### config.mk
export PLATFORM = sky130hd
export DESIGN_NAME = burst_fire_ssr_pattern_controller_core
export DESIGN_NICKNAME = d
export VERILOG_FILES = /design/src/bfssr_pkg.sv /design/src/bfssr_ctrl.sv /design/src/bfssr_datapath.sv /design/src/burst_fire_ssr_pattern_controller_core.sv
export SDC_FILE = /design/constraint.sdc
export NUM_CORES = 2
export LEC_CHECK = 0
export ABC_AREA = 1
export BUFFER_PORTS_ARGS = -buffer_cell sky130_fd_sc_hd__buf_4
export CAP_MARGIN = 5
export CORE_MARGIN = 3
export CORE_UTILIZATION = 40
export DETAILED_ROUTE_END_ITERATION = 10
export PLACE_DENSITY = 0.56
export RECOVER_POWER = 25
export SLEW_MARGIN = 5
export SYNTH_ARGS = -nofsm -noshare
export SYNTH_HDL_FRONTEND = slang
export SYNTH_SLANG_ARGS = --single-unit
### constraint.sdc
create_clock -name aclk -period 22.3 [get_ports aclk]
set_input_delay 1.115 -clock aclk [delete_from_list [all_inputs] [get_ports aclk]]
set_output_delay 1.115 -clock aclk [all_outputs]
set_load 0.03 [all_outputs]
### src/bfssr_pkg.sv
// Shared types and constants for the burst-fire relay pattern controller.
`timescale 1ns / 1ps
package bfssr_pkg;

    localparam logic [1:0] CMD_SET_POWER = 2'd0;
    localparam logic [1:0] CMD_TICK      = 2'd1;
    localparam logic [1:0] CMD_ON        = 2'd2;
    localparam logic [1:0] CMD_OFF       = 2'd3;

    localparam logic [2:0] REG_CHANNEL_COUNT = 3'd0;
    localparam logic [2:0] REG_POWER_FIRST   = 3'd1;
    localparam logic [2:0] REG_POWER_LAST    = 3'd4;

    localparam int ACC_W = 24;

    // Commands from the controller to the datapath.
    typedef struct packed {
        logic start;     // latch request, clear channel index and done flag
        logic ch_begin;  // evaluate the current channel (fit or partial)
        logic div_step;  // one restoring division step for n
        logic fix_n;     // apply accumulator correction
        logic pat_step;  // one pattern-build step
        logic ch_next;   // commit pattern, advance channel index
    } bfssr_cmd_t;

    typedef struct packed {
        logic last_ch;   // no channel left after this one
        logic partial;   // current channel is the partial one
        logic div_done;
        logic pat_done;
    } bfssr_sts_t;

endpackage

### src/bfssr_ctrl.sv
// Controller state machine sequencing a set_power transfer through the datapath.
`timescale 1ns / 1ps
module bfssr_ctrl (
    input  logic                  aclk,
    input  logic                  aresetn,
    input  logic                  go,
    output logic                  busy,
    output bfssr_pkg::bfssr_cmd_t cmd,
    input  bfssr_pkg::bfssr_sts_t sts
);
    import bfssr_pkg::*;

    typedef enum logic [5:0] {
        ST_IDLE  = 6'b000001,
        ST_CH    = 6'b000010,
        ST_DIV   = 6'b000100,
        ST_FIX   = 6'b001000,
        ST_PAT   = 6'b010000,
        ST_NEXT  = 6'b100000
    } state_t;

    state_t state_reg, state_next;

    always_ff @(posedge aclk) begin
        if (!aresetn) begin
            state_reg <= ST_IDLE;
        end else begin
            state_reg <= state_next;
        end
    end

    always_comb begin
        state_next = state_reg;
        cmd = '0;
        unique case (state_reg)
            ST_IDLE: begin
                if (go) begin
                    cmd.start = 1'b1;
                    state_next = ST_CH;
                end
            end
            ST_CH: begin
                cmd.ch_begin = 1'b1;
                state_next = ST_DIV;
            end
            ST_DIV: begin
                if (!sts.partial) begin
                    state_next = ST_NEXT;
                end else if (sts.div_done) begin
                    state_next = ST_FIX;
                end else begin
                    cmd.div_step = 1'b1;
                end
            end
            ST_FIX: begin
                cmd.fix_n = 1'b1;
                state_next = ST_PAT;
            end
            ST_PAT: begin
                if (sts.pat_done) begin
                    state_next = ST_NEXT;
                end else begin
                    cmd.pat_step = 1'b1;
                end
            end
            ST_NEXT: begin
                cmd.ch_next = 1'b1;
                state_next = sts.last_ch ? ST_IDLE : ST_CH;
            end
            default: state_next = ST_IDLE;
        endcase
    end

    assign busy = (state_reg != ST_IDLE);

endmodule

### src/bfssr_datapath.sv
// Datapath: channel registers, allocation arithmetic, pattern builder and tick logic.
`timescale 1ns / 1ps
module bfssr_datapath #(
    parameter int HALF_PERIODS_PER_CYCLE = 32,
    parameter int MAX_CHANNELS = 4
) (
    input  logic                  aclk,
    input  logic                  aresetn,
    input  logic                  cfg_wr_en,
    input  logic [2:0]            cfg_wr_index,
    input  logic [15:0]           cfg_wr_data,
    input  logic                  item_go,
    input  logic [1:0]            item_command,
    input  logic [19:0]           item_power_request,
    input  bfssr_pkg::bfssr_cmd_t cmd,
    output bfssr_pkg::bfssr_sts_t sts,
    output logic [3:0]            tick_levels,
    output logic [5:0]            tick_position
);
    import bfssr_pkg::*;

    localparam int D      = HALF_PERIODS_PER_CYCLE;
    localparam int PB     = 2 * D;
    localparam int CHL    = (MAX_CHANNELS < 4) ? MAX_CHANNELS : 4;
    localparam int PW     = $clog2(PB);
    localparam int DW     = $clog2(D + 1);
    localparam int SW     = $clog2(D + 1) + 1;   // gap sum, below D + pulses
    localparam int GW     = $clog2(PB);
    localparam int CW     = (CHL > 1) ? $clog2(CHL) : 1;
    localparam int NUM_W  = 36;                  // 2*D*R + 16*P
    localparam int DEN_W  = 22;                  // 32*P
    localparam int DIV_IT = DW + 1;
    localparam int DCW    = $clog2(DIV_IT + 1);
    localparam logic [PW-1:0] LAST_POS = PW'(PB - 1);
    localparam logic signed [ACC_W+1:0] ACC_MAXV = (ACC_W+2)'(23'h7FFFFF);
    localparam logic signed [ACC_W+1:0] ACC_MINV = -(ACC_W+2)'(24'h800000);

    logic [2:0]       count_reg;
    logic [15:0]      power_reg [4];
    logic [PB-1:0]    active_reg [4];
    logic [PB-1:0]    pending_reg [4];
    logic             pflag_reg;
    logic [PW-1:0]    cyc_reg;
    logic             run_reg;
    logic signed [ACC_W-1:0] acc_reg;
    logic [3:0]       lev_reg;

    // allocation working registers
    logic [20:0]      rest_reg;
    logic [2:0]       ch_reg;
    logic             done_reg;
    logic             partial_reg;
    logic [PB-1:0]    work_reg;
    logic [NUM_W-1:0] rem_reg;
    logic [DEN_W-1:0] den_reg;
    logic [DW-1:0]    quo_reg;
    logic [DCW-1:0]   dcnt_reg;
    logic [DW-1:0]    n_reg;
    logic [DW-1:0]    pulses_reg;
    logic [DW-1:0]    pcnt_reg;
    logic [DW-1:0]    off_reg;
    logic [SW-1:0]    sum_reg;
    logic [GW-1:0]    gap_reg;
    logic [PW:0]      pos_reg;
    logic             odd_reg;
    logic [1:0]       gsub_reg;   // gap division progress within a pulse
    logic             pat_fin_reg;

    logic [15:0] cur_p;
    logic [20:0] p16;
    assign cur_p = power_reg[ch_reg[1:0]];
    assign p16   = {1'b0, cur_p, 4'b0};

    function automatic logic [PB-1:0] set_bit(input logic [PB-1:0] w, input logic [PW:0] idx);
        logic [PB-1:0] r;
        r = w;
        if (idx < (PW+1)'(PB)) begin
            r[idx[PW-1:0]] = 1'b1;
        end
        return r;
    endfunction

    // restoring division step
    logic [NUM_W-1:0] den_shift;
    logic             div_ge;
    assign den_shift = NUM_W'(den_reg) << (DIV_IT - 1 - int'(dcnt_reg));
    assign div_ge    = rem_reg >= den_shift;

    // accumulator correction
    logic signed [ACC_W+1:0] acc_sum, acc_sat, qv, acc_fix;
    logic [DW-1:0]           n_fix;
    logic [ACC_W-1:0]        qbase;
    always_comb begin
        acc_sum = (ACC_W+2)'(acc_reg)
                + $signed({5'b0, rest_reg} * (ACC_W+2)'(D))
                - $signed((ACC_W+2)'(quo_reg) * (ACC_W+2)'(p16));
        acc_sat = (acc_sum > ACC_MAXV) ? ACC_MAXV : ((acc_sum < ACC_MINV) ? ACC_MINV : acc_sum);
        qbase   = ACC_W'(cur_p / 16'(D)) * ACC_W'(16 * D);
        qv      = $signed({2'b0, qbase});
        n_fix   = quo_reg;
        acc_fix = acc_sat;
        if (acc_sat >= qv) begin
            if (quo_reg < DW'(D)) begin
                n_fix = quo_reg + 1'b1;
                acc_fix = acc_sat - qv;
            end
        end else if (acc_sat <= -qv) begin
            if (quo_reg != '0) begin
                n_fix = quo_reg - 1'b1;
                acc_fix = acc_sat + qv;
            end
        end
        if (acc_fix > ACC_MAXV) acc_fix = ACC_MAXV;
        if (acc_fix < ACC_MINV) acc_fix = ACC_MINV;
    end

    logic [SW-1:0] sum_add;
    assign sum_add = sum_reg + SW'(off_reg);

    assign sts.last_ch  = (ch_reg + 3'd1 >= count_reg);
    assign sts.partial  = partial_reg;
    assign sts.div_done = (dcnt_reg == DCW'(DIV_IT));
    assign sts.pat_done = pat_fin_reg;

    logic [3:0] lev_c;
    logic [PW-1:0] cyc_c;
    logic tick_load;
    assign tick_load = run_reg && pflag_reg && (cyc_reg == LAST_POS);
    always_comb begin
        cyc_c = cyc_reg;
        if (tick_load) begin
            cyc_c = '0;
        end else if (run_reg && cyc_reg < LAST_POS) begin
            cyc_c = cyc_reg + 1'b1;
        end
        lev_c = '0;
        for (int i = 0; i < CHL; i++) begin
            if (run_reg && 3'(i) < count_reg) begin
                lev_c[i] = tick_load ? pending_reg[i][cyc_c] : active_reg[i][cyc_c];
            end
        end
    end

    assign tick_levels   = lev_reg;
    assign tick_position = 6'(cyc_reg);

    always_ff @(posedge aclk) begin
        if (!aresetn) begin
            count_reg <= 3'd1;
            pflag_reg <= 1'b0;
            cyc_reg   <= '0;
            run_reg   <= 1'b0;
            acc_reg   <= '0;
            lev_reg   <= '0;
            for (int i = 0; i < 4; i++) begin
                power_reg[i]   <= '0;
                active_reg[i]  <= '0;
                pending_reg[i] <= '0;
            end
        end else begin
            if (cfg_wr_en) begin
                if (cfg_wr_index == REG_CHANNEL_COUNT) begin
                    if (cfg_wr_data[2:0] >= 3'd1 && cfg_wr_data[2:0] <= 3'(CHL)
                        && cfg_wr_data[2:0] != count_reg) begin
                        count_reg <= cfg_wr_data[2:0];
                        for (int i = 0; i < 4; i++) begin
                            power_reg[i]   <= '0;
                            active_reg[i]  <= '0;
                            pending_reg[i] <= '0;
                        end
                    end
                end else if (cfg_wr_index >= REG_POWER_FIRST && cfg_wr_index <= REG_POWER_LAST) begin
                    if (cfg_wr_index - 3'd1 < count_reg) begin
                        power_reg[2'(cfg_wr_index - 3'd1)] <= cfg_wr_data;
                    end
                end
            end
            if (item_go) begin
                unique case (item_command)
                    CMD_ON: begin
                        run_reg <= 1'b1;
                        cyc_reg <= LAST_POS;
                    end
                    CMD_OFF: begin
                        run_reg <= 1'b0;
                        cyc_reg <= '0;
                        for (int i = 0; i < 4; i++) begin
                            if (3'(i) < count_reg) active_reg[i] <= '0;
                        end
                    end
                    CMD_TICK: begin
                        cyc_reg <= cyc_c;
                        lev_reg <= lev_c;
                        if (tick_load) begin
                            pflag_reg <= 1'b0;
                            for (int i = 0; i < 4; i++) begin
                                if (3'(i) < count_reg) active_reg[i] <= pending_reg[i];
                            end
                        end
                    end
                    CMD_SET_POWER: pflag_reg <= 1'b1;
                    default: ;
                endcase
            end
            if (cmd.fix_n) begin
                acc_reg <= ACC_W'(acc_fix);
            end
            if (cmd.ch_next) begin
                pending_reg[ch_reg[1:0]] <= work_reg;
            end
        end
    end

    // allocation sequence registers
    always_ff @(posedge aclk) begin
        if (cmd.start) begin
            rest_reg <= {1'b0, item_power_request};
            ch_reg   <= '0;
            done_reg <= 1'b0;
        end
        if (cmd.ch_begin) begin
            work_reg    <= '0;
            partial_reg <= 1'b0;
            if (!done_reg) begin
                if (rest_reg >= p16) begin
                    work_reg <= '1;
                    rest_reg <= rest_reg - p16;
                end else begin
                    partial_reg <= 1'b1;
                    rem_reg  <= NUM_W'(rest_reg) * NUM_W'(2 * D) + NUM_W'(p16);
                    den_reg  <= {p16, 1'b0};
                    quo_reg  <= '0;
                    dcnt_reg <= '0;
                end
            end
        end
        if (cmd.div_step) begin
            dcnt_reg <= dcnt_reg + 1'b1;
            quo_reg  <= {quo_reg[DW-2:0], div_ge};
            if (div_ge) rem_reg <= rem_reg - den_shift;
        end
        if (cmd.fix_n) begin
            done_reg    <= 1'b1;
            n_reg       <= n_fix;
            pulses_reg  <= n_fix >> 1;
            pcnt_reg    <= '0;
            off_reg     <= DW'(D) - n_fix;
            sum_reg     <= '0;
            gap_reg     <= GW'(PB - 2);
            pos_reg     <= '0;
            odd_reg     <= n_fix[0];
            gsub_reg    <= '0;
            pat_fin_reg <= 1'b0;
            if (n_fix >= DW'(D)) begin
                work_reg    <= '1;
                pat_fin_reg <= 1'b1;
            end
        end
        if (cmd.pat_step) begin
            if (pcnt_reg < pulses_reg) begin
                if (gsub_reg == 2'd0) begin
                    work_reg <= set_bit(set_bit(set_bit(work_reg, pos_reg),
                                pos_reg + 1'b1), pos_reg + 2'd2);
                    if (sum_add < SW'(pulses_reg)) begin
                        work_reg <= set_bit(set_bit(set_bit(set_bit(work_reg, pos_reg),
                                    pos_reg + 1'b1), pos_reg + 2'd2), pos_reg + 2'd3);
                        pos_reg  <= pos_reg + 3'd4;
                        sum_reg  <= sum_add;
                        pcnt_reg <= pcnt_reg + 1'b1;
                    end else begin
                        // gap = sum / pulses by repeated subtraction (sum < 2*pulses+D)
                        pos_reg  <= pos_reg + 3'd4;
                        sum_reg  <= sum_add;
                        gap_reg  <= '0;
                        gsub_reg <= 2'd1;
                    end
                end else begin
                    if (sum_reg >= SW'(pulses_reg)) begin
                        sum_reg <= sum_reg - SW'(pulses_reg);
                        gap_reg <= gap_reg + 1'b1;
                        pos_reg <= pos_reg + 2'd2;
                    end else begin
                        gsub_reg <= 2'd0;
                        pcnt_reg <= pcnt_reg + 1'b1;
                    end
                end
            end else begin
                if (odd_reg && (n_reg - {pulses_reg, 1'b0}) == DW'(1)
                    && gap_reg <= GW'(PB - 2)) begin
                    work_reg <= set_bit(set_bit(work_reg, (PW+1)'(PB - 2) - (PW+1)'(gap_reg)),
                                (PW+1)'(PB - 1) - (PW+1)'(gap_reg));
                end
                pat_fin_reg <= 1'b1;
            end
        end
        if (cmd.ch_next) begin
            ch_reg <= ch_reg + 1'b1;
        end
    end

endmodule

### src/burst_fire_ssr_pattern_controller_core.sv
// Top level of the burst-fire relay pattern controller.
// Usage:
//   s_axis carries commands: tuser = command[1:0], tdata = power_request[19:0]
//   in 24 bits.
//   set_power spreads the request over the channels and builds the pending
//   pulse patterns; on starts the output, off clears it. Only tick transfers
//   give a result on m_axis: channel_levels in tdata[3:0], cycle_position in
//   tdata[9:4].
//   Sequencing: a tick result is registered and valid in the cycle after
//   acceptance; on, off and tick do not use the allocation sequencer. A
//   set_power transfer occupies it, stepping each fitting or idle channel
//   through ST_CH, ST_DIV and ST_NEXT; the partial channel also runs the
//   serial divider, the accumulator correction and the pattern builder,
//   which sets one pulse or takes one gap step at a time.
//   Reset (aresetn low, synchronous) clears patterns, counters and the
//   accumulator; channel_count returns to 1.
//   A stalled m_axis holds the result; s_axis_tready drops while a result
//   waits or the sequencer is busy.
//   Configuration: cfg_wr_en with cfg_wr_index 0 (channel_count) or 1..4
//   (channel powers) and cfg_wr_data, taken while cfg_wr_en is high.
`timescale 1ns / 1ps
module burst_fire_ssr_pattern_controller_core #(
    parameter int HALF_PERIODS_PER_CYCLE = 32,
    parameter int MAX_CHANNELS = 4
) (
    input  logic        aclk,
    input  logic        aresetn,
    input  logic        cfg_wr_en,
    input  logic [2:0]  cfg_wr_index,
    input  logic [15:0] cfg_wr_data,
    input  logic        s_axis_tvalid,
    output logic        s_axis_tready,
    input  logic [23:0] s_axis_tdata,   // power_request[19:0]
    input  logic [1:0]  s_axis_tuser,   // command[1:0]
    output logic        m_axis_tvalid,
    input  logic        m_axis_tready,
    output logic [15:0] m_axis_tdata    // channel_levels[3:0], cycle_position[9:4]
);
    import bfssr_pkg::*;

    bfssr_cmd_t cmd;
    bfssr_sts_t sts;
    logic busy, go, mval_reg;
    logic [3:0] lev;
    logic [5:0] pos;

    assign s_axis_tready = !busy && !mval_reg;
    assign go = s_axis_tvalid && s_axis_tready;

    bfssr_ctrl u_ctrl (
        .aclk(aclk), .aresetn(aresetn),
        .go(go && s_axis_tuser == CMD_SET_POWER),
        .busy(busy), .cmd(cmd), .sts(sts)
    );

    bfssr_datapath #(
        .HALF_PERIODS_PER_CYCLE(HALF_PERIODS_PER_CYCLE),
        .MAX_CHANNELS(MAX_CHANNELS)
    ) u_dp (
        .aclk(aclk), .aresetn(aresetn),
        .cfg_wr_en(cfg_wr_en), .cfg_wr_index(cfg_wr_index), .cfg_wr_data(cfg_wr_data),
        .item_go(go), .item_command(s_axis_tuser),
        .item_power_request(s_axis_tdata[19:0]),
        .cmd(cmd), .sts(sts), .tick_levels(lev), .tick_position(pos)
    );

    always_ff @(posedge aclk) begin
        if (!aresetn) begin
            mval_reg <= 1'b0;
        end else if (go && s_axis_tuser == CMD_TICK) begin
            mval_reg <= 1'b1;
        end else if (m_axis_tready) begin
            mval_reg <= 1'b0;
        end
    end

    assign m_axis_tvalid = mval_reg;
    assign m_axis_tdata  = {6'b0, pos, lev};

endmodule
==> metrics <==
final setup vio count 0; required time of the worst setup path roughly 23 ns; CTS buffer count 93; clk_skew 0.0447 ns; delay-heaviest family, CP buffers and inverters; Avg Cell Area, Syn around 8.2 sq um; CP Max Fanout 61; Tot GR Track Use 0.247; Die Span X 359 um; multi-input logic area 23200 sq um; Antenna Cells 0; Clock Pin Slew Worst Setup and Hold Paths 0.07 ns; Seq cells post-synth 815; Top Ports 68; Final #Nets 6410; setup_tns 0 ns; Slew @ Worst Pin 3.86 ns; DIE AREA 129000 sq um; Crit Path Class register to register; fin crit period 15.66 ns; Die Ht 359 um; Initial Utilization 0.406; register area 22600 sq um; Max Fclk 63.9 MHz; Clock Path Buffers 3; DRC 0; R2R depth 61; top cells by count, synth nand2_1 (1107), nor2_1 (995), inv_1 (827); Syn-to-layout area delta 9.73%; top cell type by total area after synthesis edfxtp_1; row cnt 128; slowest stage delay, CP slightly above 1 ns; Buf/Inv on CP 10; top cell type's share of synthesized area 0.376; met2 wire len 71300 um; layout cells sized above 1 0.0522; clock tree sinks 815; Hold Path Sink u_dp.gsub_reg[1]$_DFF_P_; # resized after CTS 0; endpoint class of the critical path register; hold wc startpoint u_dp.gsub_reg[1]$_DFF_P_; failing checks max-capacitance violations, max-slew violations; fin crit share 0.702; unrepaired setup endpoints after global routing no; Worst-Skew Late Latency 0.71 ns; final hold violation count 0; DRT met1 WL approximately 75000 um; Mapped Cells 6098; Root Buffer clkbuf_16; initial antenna violation count 6; Detailed Place HPWL 113000 um; number of synthesized flops with an enable pin 625; via count 42900; status finished with violations; Worst path most repeated cell nand2_1; reg2reg setup slack 6.64 ns; Hold Crit Depth 2; Setup Buffers After CTS 0; CP arrival 16.25 ns; Initial DRC Count 4417; DR WL/cell ~21 um; final WL 164000 um; FF-to-FF End u_dp.work_reg[54]$_DFF_P_; H-tree levels 3; ANT nets after route 0; Slew Viols, Final ~700; vias in the first global route 39500; CP max stage cell inv_1; Critical Path Source Type register; CTS tree yes; Slew HR -1.57; first-pass GRT wire length approximately 250000 um; largest net degree at the start of global routing 80; Core Region between 100000 and 150000 sq um; YS warnings 0; max-capacitance violation count 14; cell with the most instances after synthesis nand2_1; async set-reset flop share out of synthesis 0; drt first pass iters 6; Netlist Area Pre-Place 49900 sq um; number of hold buffers added after CTS 0; global route total overflow 0; Port Buf Inserts between 50 and 60; met3 WL 12500 um; min-delay worst type register to register; Seq/Total Area, Yosys 0.452; Unique masters post-synth 66; FILL cells around 12000; vias per cell 5.51; gpl congestion 0.954; synth top area cells edfxtp_1 (38%), nand2_1 (8.3%), dfxtp_1 (7.6%); Primary FF master, synth edfxtp_1; Top Layer Used met4
[logic make-up (layout without fill, tap and decap cells)]
group	Yosys count	count (layout)	share of synthesized area
AOI/OAI and AO/OA	1140	1140	0.140
xor gates and xnor gates	134	134	0.0235
adders and majority gates	291	291	0.0855
buffers and inverters	1113	1150	0.0854
DFF	815	815	0.452
muxes	2	2	0.000401
other	2	14	0.000151
and+or+nand+nor	2601	2601	0.213
[layout by cell type (no fill, tap or decap), types with 50 or more instances in the layout]
master,count
nand2_1,1095
inv_1,828
dfxtp_1,190
ha_1,208
a221o_1,66
fa_1,83
nand3_1,267
a221oi_1,50
xor2_1,99
buf_4,93
nand4_1,70
a21oi_1,457
o21ai_0,282
edfxtp_1,625
clkbuf_16,94
nor2_1,995
clkbuf_1,58
nor3_1,82
[through the flow]
step | setup WS, ns | hold slack, ns | area (sq um) | utilization | instances
global placement | 7.83 | 0.430 | 52000 | 0.423 | 7599
detailed placement | 7.70 | 0.435 | 52000 | 0.423 | 7599
CTS | 7.66 | 0.445 | 54900 | 0.447 | 7772
finish | 6.64 | 0.441 | 54700 | 0.446 | 7772
global route | 5.30 | 0.455 | 54700 | 0.446 | 7772
floorplan | 11.34 | 0.425 | 49900 | - | 6110
[worst reg2reg max path, delay by kind of cell, from the launching register on]
| family | cells | cell delay, ns |
|---|---|---|
| buffers and inverters | 10 | 4.30 |
| AND/OR/NAND/NOR | 25 | 3.82 |
| flip-flops | 1 | 0.29 |
| AO/OA/AOI/OAI | 17 | 3.07 |
| adder cells (fa/ha/maj) | 8 | 3.87 |
| XOR/XNOR | 1 | 0.24 |
[worst max-delay path by stage]
stage / to / slack (ns) / cells past startpoint
6_report: u_dp.work_reg[54]$_DFF_P_ / 6.64 / 61
5_1_grt: u_dp.work_reg[54]$_DFF_P_ / 5.30 / 61
4_1_cts: u_dp.work_reg[18]$_DFF_P_ / 7.66 / 60
3_5_place_dp: u_dp.work_reg[54]$_DFF_P_ / 7.70 / 60
3_3_place_gp: u_dp.work_reg[30]$_DFF_P_ / 7.83 / 60
2_1_floorplan: u_dp.off_reg[4]$_DFFE_PP_ / 11.34 / 57
[layer usage]
| layer | up-vias | track usage |
|---|---|---|
| met3 | 288 | 0.0349 |
| met1 | 20600 | 0.359 |
| li1 | 20400 | - |
| met2 | 1595 | 0.377 |
| met4 | 0 | 0.0796 |
| met5 | - | 0 |
[area by class of cell]
cell class              instances  share of cell area
multi-input cells            4182               0.424
flip-flops and latches        815               0.412
inverters                     853              0.0585
clock buffers                 124              0.0456
well taps                    1625              0.0371
repair buffers                124              0.0149
clock inverters                49             0.00773
Power is not shown: default switching activity piles up to over one toggle a cycle in this logic, so the estimate is an artifact.
